--- src/mtg_pkg.sv ---
// Shared constants, types and the tempering function of the Mersenne Twister generator.
`timescale 1ns / 1ps
`default_nettype none

package mtg_pkg;

    localparam int STATE_WORDS  = 624;
    localparam int TWIST_SHIFT  = 397;
    localparam int WORD_W       = 32;
    localparam int ADDR_W       = $clog2(STATE_WORDS + 1);

    localparam logic [WORD_W-1:0] TWIST_MAGIC  = 32'h9908_b0df;
    localparam logic [WORD_W-1:0] TEMPER_B     = 32'h9d2c_5680;
    localparam logic [WORD_W-1:0] TEMPER_C     = 32'hefc6_0000;
    localparam logic [WORD_W-1:0] INIT_MULT    = 32'h6c07_8965;
    localparam logic [WORD_W-1:0] DEFAULT_SEED = 32'd342;
    localparam logic [WORD_W-1:0] UPPER_BIT    = 32'h8000_0000;
    localparam logic [WORD_W-1:0] LOWER_BITS   = 32'h7fff_ffff;

    localparam logic [1:0] ACT_SEED_ONE = 2'd0;
    localparam logic [1:0] ACT_SEED_TWO = 2'd1;
    localparam logic [1:0] ACT_DRAW     = 2'd2;
    localparam logic [1:0] ACT_BOUNDED  = 2'd3;

    typedef logic [ADDR_W-1:0] t_addr;
    typedef logic [WORD_W-1:0] t_word;

    // Commands from the sequencer to the seed extension unit.
    typedef struct packed {
        logic  start;
        t_word start_word;
        t_addr start_idx;
        logic  mul;
        logic  add;
    } t_fill_ctl;

    function automatic t_word temper(input t_word x);
        t_word y;
        y = x ^ (x >> 11);
        y = y ^ ((y << 7) & TEMPER_B);
        y = y ^ ((y << 15) & TEMPER_C);
        y = y ^ (y >> 18);
        return y;
    endfunction

endpackage

`default_nettype wire

--- src/mtg_fill.sv ---
// Seed extension unit: one shared multiplier steps the initialization recurrence word by word.
`timescale 1ns / 1ps
`default_nettype none

module mtg_fill import mtg_pkg::*; (
    input  logic      i_clk,
    input  t_fill_ctl i_ctl,
    output logic      o_wr_en,
    output t_addr     o_wr_addr,
    output t_word     o_wr_data,
    output logic      o_last
);

    t_word r_w;
    t_word r_prod;
    t_addr r_idx;
    t_word n_w;

    assign n_w       = r_prod + {{(WORD_W-ADDR_W){1'b0}}, r_idx};
    assign o_wr_en   = i_ctl.add;
    assign o_wr_addr = r_idx;
    assign o_wr_data = n_w;
    assign o_last    = (r_idx == t_addr'(STATE_WORDS - 1));

    // The product is registered; the index is added in the following cycle.
    always_ff @(posedge i_clk) begin
        if (i_ctl.start) begin
            r_w   <= i_ctl.start_word;
            r_idx <= i_ctl.start_idx;
        end else if (i_ctl.add) begin
            r_w   <= n_w;
            r_idx <= r_idx + t_addr'(1);
        end
        if (i_ctl.mul) begin
            r_prod <= INIT_MULT * (r_w ^ (r_w >> 30));
        end
    end

endmodule

`default_nettype wire

--- config.mk ---
export PLATFORM = sky130hd
export DESIGN_NAME = mtg_fill
export DESIGN_NICKNAME = d
export VERILOG_FILES = /design/src/mtg_pkg.sv /design/src/mtg_fill.sv
export SDC_FILE = /design/constraint.sdc
export NUM_CORES = 1
export LEC_CHECK = 0
export ABC_CLOCK_PERIOD_IN_PS = 7100
export CORE_MARGIN = 5
export CORE_UTILIZATION = 23
export DETAILED_ROUTE_END_ITERATION = 7
export DONT_BUFFER_PORTS = 1
export HOLD_SLACK_MARGIN = 0.1
export PLACE_DENSITY = 0.37
export REMOVE_ABC_BUFFERS = 1
export SKIP_LAST_GASP = 1
export SLEW_MARGIN = 20
export SYNTH_ARGS = -nofsm -noshare
export SYNTH_HDL_FRONTEND = slang
export SYNTH_SLANG_ARGS = --single-unit
--- constraint.sdc ---
create_clock -name i_clk -period 7.1 [get_ports i_clk]
set_input_delay 1.065 -clock i_clk [delete_from_list [all_inputs] [get_ports i_clk]]
set_output_delay 1.065 -clock i_clk [all_outputs]
set_load 0.1 [all_outputs]
==> results.json <==
{
  "worstSetupPathType": "flop to flop",
  "period_share": 0.9300,
  "synth_edf_count": 74,
  "insertion_delay_ps": 370,
  "min_to": "r_prod[8]",
  "post-route-min-period_ps": 6603,
  "setup_tns_ps": 0,
  "post-cts-setup-buffers": 0,
  "fill_cells": 5214,
  "slowest_delay_ps": 530,
  "synth-seq-cells": 74,
  "max-slew-margin-rel": 0.2257,
  "drt_pass1_iterations": 4,
  "dpl.hpwl_mm": 29.55,
  "grt_pass1_vias": 8400,
  "io_pins": 90,
  "holdCritPathClass": "primary input to flop",
  "drt-vias-per-instance": 4.164,
  "synth-main-ff-cell": "edfxtp_1",
  "synthArstFlopShare": 0,
  "syn-cell-area_mm2": 0.01148,
  "place_ws_ps": 379.9,
  "fin_util": 0.2695,
  "nNetsFinal": 1546,
  "synth_most_common_cell": "inv_1",
  "cts_root_buf": "clkbuf_16",
  "hold_path_depth": 0,
  "rsz0062_at_grt": "no",
  "synth.top_cells.by_area": "fa_1 (26%), ha_1 (24%), edfxtp_1 (19%), inv_1 (8.6%), xnor2_1 (5.1%)",
  "outcome": "complete, no violations",
  "syn2layout_area_growth_pct": 15.35,
  "diodes": 0,
  "arrival_ps": 6710,
  "grt_usage": 0.1300,
  "drive_gt1_frac": 0.1347,
  "start_kind": "flop",
  "clockBufferDepth": 2,
  "final_cell_area_mm2": 0.01325,
  "finalWirelength_mm": 34.19,
  "place_area_mm2": 0.01293,
  "critical-path-slowest-cell": "fa_1",
  "wl_per_cell_um": 19.00,
  "avgSynthCellArea_um2": 10.66,
  "rows": 81,
  "layout_setup_ws_ps": 497.1,
  "r2r-end": "r_prod[30]",
  "hold_viol": 0,
  "ys_seq_area_frac": 0.1935,
  "drv_cap": 0,
  "cp_max_fo": 5,
  "path_cells": "ha_1, ha_1, fa_1, inv_1, fa_1, inv_1, fa_1, inv_1, fa_1, inv_1, fa_1, inv_1, fa_1, inv_1, ha_1, a21o_1, a21o_1, a21oi_1, nor4b_2, o21bai_1, a21oi_1, o21ai_1, xor2_1",
  "min_from": "i_ctl[1]",
  "place.gp.congestion": 0.8134,
  "worstMarginPinSlew_ps": 1158,
  "numCtsBuffers": 9,
  "synth_cell_types": 50,
  "worstRegToRegCells": 23,
  "die_h_um": 233.4,
  "yosys_warnings": 0,
  "cts_num_sinks": 74,
  "die_w_um": 233.4,
  "antenna_found_initial": 5,
  "path_clk_slew_ps": 70,
  "dr_total_vias": 7496,
  "r2r_start": "r_w[11]",
  "fmax_mhz": 151.4,
  "fin_skew_ps": 13.93,
  "io_buffers": 0,
  "antenna_left": 0,
  "core_mm2": 0.04915,
  "cp-end-kind": "flop",
  "initial_core_util": 0.2336,
  "die_area_mm2": 0.05449,
  "gr-total-overflow": 0,
  "setup_violations": 0,
  "drv_slew": 0,
  "cp_top_family": "adder cells",
  "htree_levels": 3,
  "synth_area_leader_cell": "fa_1",
  "drc": 0,
  "grt_start_max_net_pins": 55,
  "crit_start": "r_w[11]",
  "synthTopCellsByCount": "inv_1 (264), ha_1 (220), fa_1 (147)",
  "synth_cells": 1077,
  "grt_pass1_wl_mm": 52.52,
  "drt-initial-drc-count": 283,
  "cts_tree": "yes",
  "cp.required_ps": 7210,
  "rrSetupSlack_ps": 500,
  "yosysTopAreaCellShare": 0.2563,
  "crit_buf_inv": 6
}
==> sequential cells by signal, summed over array words and instances, names as in the netlist <==
| signal | flops |
|---|---|
| o_wr_addr | 10 |
| r_w | 32 |
| r_prod | 32 |
==> stage by stage <==
step / instances / hold WS (ps)
floorplan: 1064 / 685.3
global route: 1800 / 793.4
detailed placement: 1786 / 847.1
finish: 1800 / 810.0
global placement: 1786 / 850.9
CTS: 1800 / 796.1
==> final cells by class <==
type / instances / area [um2] / area share
multi-input combinational: 726 / 8451 / 0.6380
timing repair buffer: 58 / 452.9 / 0.03420
clock buffer: 10 / 229.0 / 0.01729
clock inverter: 4 / 68.82 / 0.005196
inverter: 264 / 991.0 / 0.07482
tap: 664 / 830.8 / 0.06272
sequential: 74 / 2222 / 0.1678
==> layer usage <==
layer  track usage  part of all wire
met5             0                 0
met4       0.01798            0.0076
met3       0.02139             0.036
met2        0.2200              0.48
met1        0.1796              0.47
==> what timing repair did <==
item,4_1_cts,5_1_grt
hold buffers,0,0
endpoints found under the hold margin,0,0
setup endpoints to repair,0,1
gates resized for setup,0,1
==> layout by cell type, fill, tap and decap left out, types with 3 or more instances in the layout <==
cell type and n:
a211oi_1 3, a211oi_2 3, a21o_1 8, a21oi_1 37, a31oi_1 3, and2_1 3
and3_1 8, and4_1 3, buf_4 57, clkbuf_16 10, edfxtp_1 74, fa_1 147
ha_1 220, inv_1 264, mux2_2 31, nand2_1 40, nand3_1 17, nand4_1 4
nor2_1 15, nor2_2 6, nor3_1 7, nor3_2 5, o21a_1 5, o21ai_0 28
o21ai_1 6, o21bai_1 5, xnor2_1 49, xnor2_2 18, xor2_1 17, xor2_2 9
==> worst max path at each step <==
stage,endpoint,slack [ps],cells after the start
floorplan,r_prod[30],710,24
global placement,r_prod[30],470,23
detailed placement,r_prod[30],380,23
CTS,r_prod[30],380,23
global route,r_prod[30],130,24
finish,r_prod[30],500,23
==> kinds of logic (layout without fill, tap and decap cells) <==
kind of cell	Yosys count	after routing	share of synthesized area
adder cells (fa/ha/maj)	367	367	0.4960
buffers and inverters	277	336	0.09230
AND/OR/NAND/NOR	124	124	0.05655
AO/OA/AOI/OAI	110	110	0.05939
XOR/XNOR	93	93	0.07094
flip-flops	74	74	0.1935
multiplexers	32	32	0.03127
Power is left out: the tool's default activity adds up to more than one toggle a clock period on the data nets, which glitch-free logic cannot reach.
